## config.mk

```make
export PLATFORM = sky130hd
export DESIGN_NAME = multi_tone_cosine_generator
export DESIGN_NICKNAME = d
export VERILOG_FILES = /design/src/mtcg_pkg.sv /design/src/multi_tone_cosine_generator.sv /design/src/mtcg_fifo.sv /design/src/mtcg_front.sv /design/src/mtcg_cos.sv /design/src/mtcg_back.sv
export SDC_FILE = /design/constraint.sdc
export NUM_CORES = 2
export LEC_CHECK = 0
export BUFFER_PORTS_ARGS = -buffer_cell sky130_fd_sc_hd__buf_4
export CAP_MARGIN = 0
export CORE_UTILIZATION = 35
export DETAILED_ROUTE_END_ITERATION = 8
export PLACE_DENSITY_LB_ADDON = 0.2
export SETUP_SLACK_MARGIN = 0.05
export SYNTH_ARGS = -nofsm -noshare
export SYNTH_HDL_FRONTEND = slang
export SYNTH_SLANG_ARGS = --single-unit
```

## constraint.sdc

```tcl
create_clock -name clk -period 12.1 [get_ports clk]
set_input_delay 2.42 -clock clk [delete_from_list [all_inputs] [get_ports clk]]
set_output_delay 2.42 -clock clk [all_outputs]
set_load 0.01 [all_outputs]
```

## src/mtcg_pkg.sv

```systemverilog
`default_nettype none
package mtcg_pkg;

  localparam int CFG_INDEX_BITS = 2;
  localparam int CFG_DATA_BITS  = 16;

  localparam logic [CFG_INDEX_BITS-1:0] REG_GAIN      = CFG_INDEX_BITS'(0);
  localparam logic [CFG_INDEX_BITS-1:0] REG_NUM_TONES = CFG_INDEX_BITS'(1);

  localparam logic FUNC_TICK = 1'b0;
  localparam logic FUNC_LOAD = 1'b1;

  // quarter-wave sine polynomial, Q15 coefficients
  localparam logic [15:0] SIN_A   = 16'd51472;
  localparam logic [14:0] SIN_B   = 15'd21024;
  localparam logic [11:0] SIN_C   = 12'd2320;
  localparam logic [14:0] QUARTER = 15'd16384;

  typedef enum logic [1:0] {
    CMD_TICK,
    CMD_LOAD,
    CMD_NOP
  } cmd_kind_t;

  typedef struct packed {
    cmd_kind_t   kind;
    logic [3:0]  idx;
    logic [15:0] step;
  } cmd_t;

  typedef enum logic [2:0] {
    ST_IDLE,
    ST_ISSUE,
    ST_DRAIN,
    ST_SCALE,
    ST_ROUND,
    ST_EMIT
  } state_t;

endpackage
`default_nettype wire

```

## src/multi_tone_cosine_generator.sv

```systemverilog
`default_nettype none
// channel   direction  handshake                 payload
// input     in         push / full               func, tone_index, tone_bin
// result    out        empty / pop               sample
// config    in         cfg_valid / cfg_ready     cfg_index, cfg_data
//
// a load is written to the tone table in the same cycle that it leaves the two-entry command queue
// a tick reads num_tones (at most MAX_TONES) tone table entries, or goes straight to scale with none:
// one tone table read per cycle feeds the shared five-stage cosine pipeline, then
// the sequencer waits for the pipeline to drain, then scale, round and emit
// rst is synchronous and clears the tone table valid bits, config registers, sequencer state and queues
// results wait in a two-entry queue; a full queue holds the sequencer in emit
module multi_tone_cosine_generator #(
  parameter int MAX_TONES   = 16,
  parameter int PHASE_BITS  = 15,
  parameter int SAMPLE_BITS = 16
) (
  input  wire logic                                clk,
  input  wire logic                                rst,
  input  wire logic                                push,
  output logic                                     full,
  input  wire logic                                func,
  input  wire logic [3:0]                          tone_index,
  input  wire logic [14:0]                         tone_bin,
  output logic                                     empty,
  input  wire logic                                pop,
  output logic signed [SAMPLE_BITS-1:0]            sample,
  input  wire logic                                cfg_valid,
  output logic                                     cfg_ready,
  input  wire logic [mtcg_pkg::CFG_INDEX_BITS-1:0] cfg_index,
  input  wire logic [mtcg_pkg::CFG_DATA_BITS-1:0]  cfg_data
);
  import mtcg_pkg::*;

  cmd_t                   cmd;
  logic                   cmd_empty;
  logic                   cmd_pop;
  logic                   res_full;
  logic                   res_push;
  logic [SAMPLE_BITS-1:0] res_data;
  logic [SAMPLE_BITS-1:0] res_out;

  assign cfg_ready = 1'b1;

  mtcg_front #(
    .MAX_TONES  (MAX_TONES),
    .PHASE_BITS (PHASE_BITS)
  ) u_front (
    .clk        (clk),
    .rst        (rst),
    .push       (push),
    .full       (full),
    .func       (func),
    .tone_index (tone_index),
    .tone_bin   (tone_bin),
    .cmd_pop    (cmd_pop),
    .cmd_empty  (cmd_empty),
    .cmd        (cmd)
  );

  mtcg_back #(
    .MAX_TONES   (MAX_TONES),
    .PHASE_BITS  (PHASE_BITS),
    .SAMPLE_BITS (SAMPLE_BITS)
  ) u_back (
    .clk       (clk),
    .rst       (rst),
    .cmd_empty (cmd_empty),
    .cmd_pop   (cmd_pop),
    .cmd       (cmd),
    .cfg_valid (cfg_valid),
    .cfg_index (cfg_index),
    .cfg_data  (cfg_data),
    .res_full  (res_full),
    .res_push  (res_push),
    .res_data  (res_data)
  );

  mtcg_fifo #(
    .WIDTH (SAMPLE_BITS),
    .AW    (1)
  ) u_res_fifo (
    .clk   (clk),
    .rst   (rst),
    .push  (res_push),
    .din   (res_data),
    .full  (res_full),
    .pop   (pop),
    .dout  (res_out),
    .empty (empty)
  );

  assign sample = $signed(res_out);

endmodule
`default_nettype wire

```

## src/mtcg_fifo.sv

```systemverilog
`default_nettype none
module mtcg_fifo #(
  parameter int WIDTH = 8,
  parameter int AW    = 1
) (
  input  wire logic             clk,
  input  wire logic             rst,
  input  wire logic             push,
  input  wire logic [WIDTH-1:0] din,
  output logic                  full,
  input  wire logic             pop,
  output logic      [WIDTH-1:0] dout,
  output logic                  empty
);

  logic [WIDTH-1:0] mem [2**AW];
  logic [AW:0]      wr_ptr;
  logic [AW:0]      rd_ptr;
  logic             do_push;
  logic             do_pop;

  assign empty   = (wr_ptr == rd_ptr);
  assign full    = (wr_ptr[AW] != rd_ptr[AW]) && (wr_ptr[AW-1:0] == rd_ptr[AW-1:0]);
  assign do_push = push && !full;
  assign do_pop  = pop && !empty;
  assign dout    = mem[rd_ptr[AW-1:0]];

  always_ff @(posedge clk) begin
    if (rst) begin
      wr_ptr <= '0;
      rd_ptr <= '0;
    end else begin
      if (do_push) begin
        wr_ptr <= wr_ptr + (AW+1)'(1);
      end
      if (do_pop) begin
        rd_ptr <= rd_ptr + (AW+1)'(1);
      end
    end
  end

  always_ff @(posedge clk) begin
    if (do_push) begin
      mem[wr_ptr[AW-1:0]] <= din;
    end
  end

endmodule
`default_nettype wire

```

## src/mtcg_front.sv

```systemverilog
`default_nettype none
module mtcg_front #(
  parameter int MAX_TONES  = 16,
  parameter int PHASE_BITS = 15
) (
  input  wire logic          clk,
  input  wire logic          rst,
  input  wire logic          push,
  output logic               full,
  input  wire logic          func,
  input  wire logic [3:0]    tone_index,
  input  wire logic [14:0]   tone_bin,
  input  wire logic          cmd_pop,
  output logic               cmd_empty,
  output mtcg_pkg::cmd_t     cmd
);
  import mtcg_pkg::*;

  localparam int HALF = 1 << (PHASE_BITS - 1);

  cmd_t                 cmd_in;
  logic [16:0]          bin_ext;
  logic [16:0]          bin_clamped;
  logic [$bits(cmd_t)-1:0] cmd_bits;

  assign bin_ext     = 17'(tone_bin);
  assign bin_clamped = (bin_ext > 17'(HALF)) ? 17'(HALF) : bin_ext;

  always_comb begin
    cmd_in.idx  = tone_index;
    cmd_in.step = bin_clamped[15:0];
    if (func == FUNC_LOAD) begin
      cmd_in.kind = (7'(tone_index) < 7'(MAX_TONES)) ? CMD_LOAD : CMD_NOP;
    end else begin
      cmd_in.kind = CMD_TICK;
    end
  end

  mtcg_fifo #(
    .WIDTH ($bits(cmd_t)),
    .AW    (1)
  ) u_cmd_fifo (
    .clk   (clk),
    .rst   (rst),
    .push  (push),
    .din   (cmd_in),
    .full  (full),
    .pop   (cmd_pop),
    .dout  (cmd_bits),
    .empty (cmd_empty)
  );

  assign cmd = cmd_t'(cmd_bits);

endmodule
`default_nettype wire

```

## src/mtcg_cos.sv

```systemverilog
`default_nettype none
module mtcg_cos #(
  parameter int PHASE_BITS = 15
) (
  input  wire logic                  clk,
  input  wire logic                  rst,
  input  wire logic                  in_valid,
  input  wire logic [PHASE_BITS-1:0] phase,
  output logic                       out_valid,
  output logic signed [15:0]         cosine,
  output logic                       busy
);
  import mtcg_pkg::*;

  logic [4:0]  v;

  logic [15:0] ang;
  logic [1:0]  quad;
  logic [14:0] f;
  logic [14:0] x_in;

  logic [14:0] x_a;
  logic        neg_a;

  logic [29:0] sq;
  logic [14:0] x_b;
  logic [14:0] x2_b;
  logic        neg_b;

  logic [26:0] pc;
  logic [12:0] t1_c;
  logic [14:0] x_c;
  logic [14:0] x2_c;
  logic        neg_c;

  logic [14:0] tb;
  logic [29:0] pd;
  logic [15:0] u_d;
  logic [14:0] x_d;
  logic        neg_d;

  logic [15:0] ta;
  logic [30:0] pe;
  logic [16:0] m;
  logic [15:0] mag;

  assign ang  = 16'(phase) << (16 - PHASE_BITS);
  assign quad = ang[15:14];
  assign f    = {1'b0, ang[13:0]};
  assign x_in = quad[0] ? f : (QUARTER - f);

  assign sq = 30'(x_a) * 30'(x_a);
  assign pc = 27'(SIN_C) * 27'(x2_b);
  assign tb = SIN_B - 15'(t1_c);
  assign pd = 30'(tb) * 30'(x2_c);
  assign ta = SIN_A - u_d;
  assign pe = 31'(ta) * 31'(x_d);
  assign m  = pe[30:14];
  assign mag = (m > 17'd32767) ? 16'h7FFF : {1'b0, m[14:0]};

  always_ff @(posedge clk) begin
    if (rst) begin
      v <= '0;
    end else begin
      v <= {v[3:0], in_valid};
    end
  end

  always_ff @(posedge clk) begin
    x_a   <= x_in;
    neg_a <= quad[0] ^ quad[1];

    x_b   <= x_a;
    x2_b  <= sq[28:14];
    neg_b <= neg_a;

    t1_c  <= pc[26:14];
    x_c   <= x_b;
    x2_c  <= x2_b;
    neg_c <= neg_b;

    u_d   <= pd[29:14];
    x_d   <= x_c;
    neg_d <= neg_c;

    cosine <= neg_d ? -$signed(mag) : $signed(mag);
  end

  assign out_valid = v[4];
  assign busy      = |v;

endmodule
`default_nettype wire

```

## src/mtcg_back.sv

```systemverilog
`default_nettype none
module mtcg_back #(
  parameter int MAX_TONES   = 16,
  parameter int PHASE_BITS  = 15,
  parameter int SAMPLE_BITS = 16
) (
  input  wire logic                                clk,
  input  wire logic                                rst,
  input  wire logic                                cmd_empty,
  output logic                                     cmd_pop,
  input  wire mtcg_pkg::cmd_t                      cmd,
  input  wire logic                                cfg_valid,
  input  wire logic [mtcg_pkg::CFG_INDEX_BITS-1:0] cfg_index,
  input  wire logic [mtcg_pkg::CFG_DATA_BITS-1:0]  cfg_data,
  input  wire logic                                res_full,
  output logic                                     res_push,
  output logic [SAMPLE_BITS-1:0]                   res_data
);
  import mtcg_pkg::*;

  localparam int TW  = (MAX_TONES > 1) ? $clog2(MAX_TONES) : 1;
  localparam int CW  = $clog2(MAX_TONES + 1);
  localparam int SW  = 17 + $clog2(MAX_TONES);
  localparam int PW  = SW + 17;
  localparam int SH  = 32 - SAMPLE_BITS;
  localparam int LIM = (1 << (SAMPLE_BITS - 1)) - 1;

  localparam logic [PW:0]          HALF_LSB = (PW+1)'(1) << (SH - 1);
  localparam logic [PW:0]          LIM_V    = (PW+1)'(LIM);
  localparam logic [SAMPLE_BITS-1:0] SMAX   = {1'b0, {(SAMPLE_BITS-1){1'b1}}};
  localparam logic [SAMPLE_BITS-1:0] SMIN   = {1'b1, {(SAMPLE_BITS-1){1'b0}}};

  state_t state, state_next;
  logic [CW-1:0] k, k_next;
  logic [CW-1:0] n;

  logic [15:0] gain;
  logic [4:0]  num_tones;

  logic [2*PHASE_BITS-1:0] tone_mem [MAX_TONES];
  logic [MAX_TONES-1:0]    tone_valid;
  logic [2*PHASE_BITS-1:0] rd_data;
  logic [TW-1:0]           rd_addr_q;
  logic                    rd_ok;
  logic                    rd_v;
  logic                    rd_en;

  logic                    load_we;
  logic                    wb_we;
  logic                    mem_we;
  logic [TW-1:0]           mem_waddr;
  logic [2*PHASE_BITS-1:0] mem_wdata;
  logic [PHASE_BITS-1:0]   cur_step;
  logic [PHASE_BITS-1:0]   cur_phase;

  logic                    cos_v;
  logic signed [15:0]      cos_val;
  logic                    cos_busy;

  logic                    sum_clr;
  logic                    scale_en;
  logic                    round_en;
  logic signed [SW-1:0]    sum;
  logic signed [PW-1:0]    prod;
  logic [PW-1:0]           prod_mag;
  logic [PW:0]             rnd;
  logic                    neg;

  // config registers
  always_ff @(posedge clk) begin
    if (rst) begin
      gain      <= '0;
      num_tones <= '0;
    end else if (cfg_valid) begin
      unique case (cfg_index)
        REG_GAIN:      gain      <= cfg_data;
        REG_NUM_TONES: num_tones <= cfg_data[4:0];
        default: ;
      endcase
    end
  end

  assign n = (7'(num_tones) > 7'(MAX_TONES)) ? CW'(MAX_TONES) : CW'(num_tones);

  // tone table
  assign cur_step  = rd_ok ? rd_data[2*PHASE_BITS-1:PHASE_BITS] : '0;
  assign cur_phase = rd_ok ? rd_data[PHASE_BITS-1:0] : '0;
  assign wb_we     = rd_v && rd_ok;
  assign mem_we    = load_we || wb_we;
  assign mem_waddr = load_we ? TW'(cmd.idx) : rd_addr_q;
  assign mem_wdata = load_we ? {cmd.step[PHASE_BITS-1:0], {PHASE_BITS{1'b0}}}
                             : {cur_step, cur_phase + cur_step};

  always_ff @(posedge clk) begin
    if (mem_we) begin
      tone_mem[mem_waddr] <= mem_wdata;
    end
    if (rd_en) begin
      rd_data   <= tone_mem[k[TW-1:0]];
      rd_addr_q <= k[TW-1:0];
      rd_ok     <= tone_valid[k[TW-1:0]];
    end
  end

  always_ff @(posedge clk) begin
    if (rst) begin
      tone_valid <= '0;
      rd_v       <= 1'b0;
    end else begin
      rd_v <= rd_en;
      if (load_we) begin
        tone_valid[TW'(cmd.idx)] <= 1'b1;
      end
    end
  end

  mtcg_cos #(
    .PHASE_BITS (PHASE_BITS)
  ) u_cos (
    .clk       (clk),
    .rst       (rst),
    .in_valid  (rd_v),
    .phase     (cur_phase),
    .out_valid (cos_v),
    .cosine    (cos_val),
    .busy      (cos_busy)
  );

  // accumulate, scale, round
  assign prod_mag = prod[PW-1] ? PW'(-prod) : PW'(prod);

  always_ff @(posedge clk) begin
    if (sum_clr) begin
      sum <= '0;
    end else if (cos_v) begin
      sum <= sum + SW'(cos_val);
    end
    if (scale_en) begin
      prod <= PW'(sum) * PW'($signed({1'b0, gain}));
    end
    if (round_en) begin
      neg <= prod[PW-1];
      rnd <= ({1'b0, prod_mag} + HALF_LSB) >> SH;
    end
  end

  always_comb begin
    if (neg) begin
      res_data = (rnd > LIM_V + (PW+1)'(1)) ? SMIN : -rnd[SAMPLE_BITS-1:0];
    end else begin
      res_data = (rnd > LIM_V) ? SMAX : rnd[SAMPLE_BITS-1:0];
    end
  end

  // sequencer
  always_ff @(posedge clk) begin
    if (rst) begin
      state <= ST_IDLE;
      k     <= '0;
    end else begin
      state <= state_next;
      k     <= k_next;
    end
  end

  always_comb begin
    state_next = state;
    k_next     = k;
    cmd_pop    = 1'b0;
    load_we    = 1'b0;
    rd_en      = 1'b0;
    sum_clr    = 1'b0;
    scale_en   = 1'b0;
    round_en   = 1'b0;
    res_push   = 1'b0;
    unique case (state)
      ST_IDLE: begin
        if (!cmd_empty) begin
          cmd_pop = 1'b1;
          unique case (cmd.kind)
            CMD_LOAD: load_we = 1'b1;
            CMD_TICK: begin
              sum_clr    = 1'b1;
              k_next     = '0;
              state_next = (n == '0) ? ST_SCALE : ST_ISSUE;
            end
            default: ;
          endcase
        end
      end
      ST_ISSUE: begin
        rd_en  = 1'b1;
        k_next = k + CW'(1);
        if (k == n - CW'(1)) begin
          state_next = ST_DRAIN;
        end
      end
      ST_DRAIN: begin
        if (!rd_v && !cos_busy) begin
          state_next = ST_SCALE;
        end
      end
      ST_SCALE: begin
        scale_en   = 1'b1;
        state_next = ST_ROUND;
      end
      ST_ROUND: begin
        round_en   = 1'b1;
        state_next = ST_EMIT;
      end
      ST_EMIT: begin
        if (!res_full) begin
          res_push   = 1'b1;
          state_next = ST_IDLE;
        end
      end
      default: state_next = ST_IDLE;
    endcase
  end

endmodule
`default_nettype wire
```

==> summary.md <==
| Metric | Value |
|---|---|
| Setup repair after global routing missed its margin | no |
| Placer congestion estimate | 0.8293 |
| Overflow after GRT | 0 |
| Hold Crit Class | flip-flop to flip-flop |
| R2R depth | 41 |
| WP data required | 12640 ps |
| Min-delay src | u_back.u_cos.x_b[11]$_DFF_P_ |
| P&R area growth vs syn | 10.10% |
| Dominant synthesized flop cell | edfxtp_1 |
| Initial antenna violation count | 11 |
| Crit. Startpoint | u_back.u_cos.u_d[0]$_DFF_P_ |
| Non-Filler Instances | roughly 8500 |
| Hold slack | between 200 and 300 ps |
| Die H | approximately 440 um |
| Clock skew | approximately 63 ps |
| GRT Util Overall | 0.1745 |
| Post-CTS setup repair buffer count | 0 |
| Final min period | ~11000 ps |
| Share of cells above drive strength 1 | 0.08891 |
| Worst Tran Pin Value | between 1000 and 1500 ps |
| Max cap viols | 0 |
| Die area | between 0.15 and 0.2 sq mm |
| DRC | 0 |
| Outcome | finished, final reports clean |
| Hold Path Depth | 0 |
| Crit end category | flip-flop |
| Die X | ~440 um |
| Root buffer cell | clkbuf_16 |
| Max incr delay on CP | approximately 560 ps |
| WP buf/inv | 7 |
| R2r endpoint | u_back.u_cos.cosine[14]$_DFF_P_ |
| Routed Wire Length | 165800 um |
| Post-synthesis cell area | between 0.06 and 0.07 sq mm |
| Final worst-path cycle share | 0.8743 |
| Clk_lat worst skew | 760 ps |
| # port buffers | 60 |
| DR vias | 41780 |
| Synth Area per Inst | 11.46 sq um |
| Core area | 0.1906 sq mm |
| WL per Instance | 19.55 um |
| Dpl cells | roughly 8300 |
| Detail Route Antenna Nets | 0 |
| Area leader, netlist | edfxtp_1 |
| Share of the synthesized area in the top cell type | 0.2893 |
| Crit Path Category | flip-flop to flip-flop |
| Hold path endpoint | u_back.u_cos.x_c[11]$_DFF_P_ |
| Starting Density | 0.3534 |
| 1st-pass router iterations | 5 |
| TritonCTS Buffers | 96 |
| Setup tns final | 0 ps |
| Vias in the first global route | approximately 45000 |
| Netlist cell types | 84 |
| DPL Wire Length | 117800 um |
| Crit. path cell count | between 40 and 50 |
| Crit path launch type | flip-flop |
| Register area share after synthesis | 0.3538 |
| Ys Warns | 0 |
| #FFs+latches synth | approximately 870 |
| Clock tree buffer depth | 3 |
| I/O pins | a little over 60 |
| Post-synth top cells | 968 x inv_1, 791 x fa_1, 649 x edfxtp_1 |
| Final Slew Violations | 0 |
| Top-count cell post-synth | inv_1 |
| EDFF count, synth | ~650 |
| H-tree depth | 3 |
| Post-synth ARST share | 0 |
| Number of fill cells | about 18000 |
| Area occupied by multi-input gates | 0.03921 sq mm |
| Slew headroom | 0.1181 |
| Clock transition at path regs | 60 ps |
| Crit-path leading delay family | adder cells |
| Final core utilization | 0.3891 |
| Post-Synthesis Cells | approximately 5900 |
| Critical R2R Launch | u_back.u_cos.u_d[0]$_DFF_P_ |
| Main area contributors after synthesis | edfxtp_1 29%, fa_1 24%, ha_1 8.8% |
| Clock sinks | between 800 and 900 |
| Post-CTS Resized | 0 |
| Crit-path slowest cell | fa_1 |
| Final setup violation count | 0 |
| Pin count of the biggest net entering global routing | around 100 |
| Crit path DAT | 11120 ps |
| Starting DRC count in detailed routing | 2494 |
| CP Max Fanout | 22 |
| CTS tree | done |
| Post-DR vias/cell | 4.929 |
| Fin. Hold Viols | 0 |
| Syn nets | 7181 |
| Fin nets | 7184 |
| Sequential Area | between 0.02 and 0.025 sq mm |
| FF-to-FF setup slack | 1520 ps |
| Maximum clock frequency | 94.52 MHz |
| Number of hold buffers added after cts | 0 |
| First-pass GRT wire length | about 260000 um |
| Rows | 160 |
| Crit-path most repeated cell | fa_1 |
## layout make-up
cell class,instances,area share
clock buffer,123,0.03528
multi-input combinational,3809,0.5287
antenna,5,0.0001687
tap,2511,0.04237
timing repair buffer,137,0.01404
inverter,968,0.04900
sequential,866,0.3216
clock inverter,58,0.008875
## routing by layer
metal	part of all wire	track usage
met1	0.45	0.2320
met2	0.49	0.3000
met3	0.036	0.02129
met4	0.024	0.04498
met5	0	0
## stage by stage
stage | instance area [sq um] | setup slack [ps]
4_1_cts | 74140 | 1511
3_3_place_gp | 70870 | 1730
2_1_floorplan | 67350 | 2564
5_1_grt | 74150 | 676.1
6_report | 74160 | 1521
3_5_place_dp | 70870 | 1587
## flip-flops by register name, summed over array words and instances, names as in the netlist, 21 cells and up, named ones only
signal	count
u_front.u_cmd_fifo.mem	40
u_back.rd_data	30
u_back.sum	21
u_back.tone_mem	480
u_res_fifo.mem	32
u_back.prod	38
u_back.rnd	23
## logic make-up after synthesis
kind of cell    after synthesis  synth area share
flops                       866            0.3538
other cells                   2         0.0001115
simple gates               1607            0.1179
xor+xnor                    219           0.02848
compound gates              495           0.04750
buf+inv                    1200           0.06695
mux                         222           0.06225
fa+ha+maj                  1264            0.3229
## worst max-delay path by stage
stage	end
after floorplan	u_back.u_cos.cosine[10]$_DFF_P_
after global placement	u_back.u_cos.cosine[10]$_DFF_P_
after detailed placement	u_back.u_cos.cosine[14]$_DFF_P_
after CTS	u_back.u_cos.cosine[14]$_DFF_P_
after global routing	u_back.u_cos.cosine[14]$_DFF_P_
final	u_back.u_cos.cosine[14]$_DFF_P_
## cells in the final DEF (no fill, tap or decap), drive strengths merged, types with 142 or more instances in the layout
cell	synthesis	routed
nor2	253	253
edfxtp	649	649
mux4	155	155
nand2	592	592
fa	791	791
and2	452	452
xnor2	142	142
ha	472	472
inv	968	978
a21oi	178	178
dfxtp	217	217
Power is not shown: default switching activity piles up to over one toggle a cycle in this logic, so the estimate is an artifact.
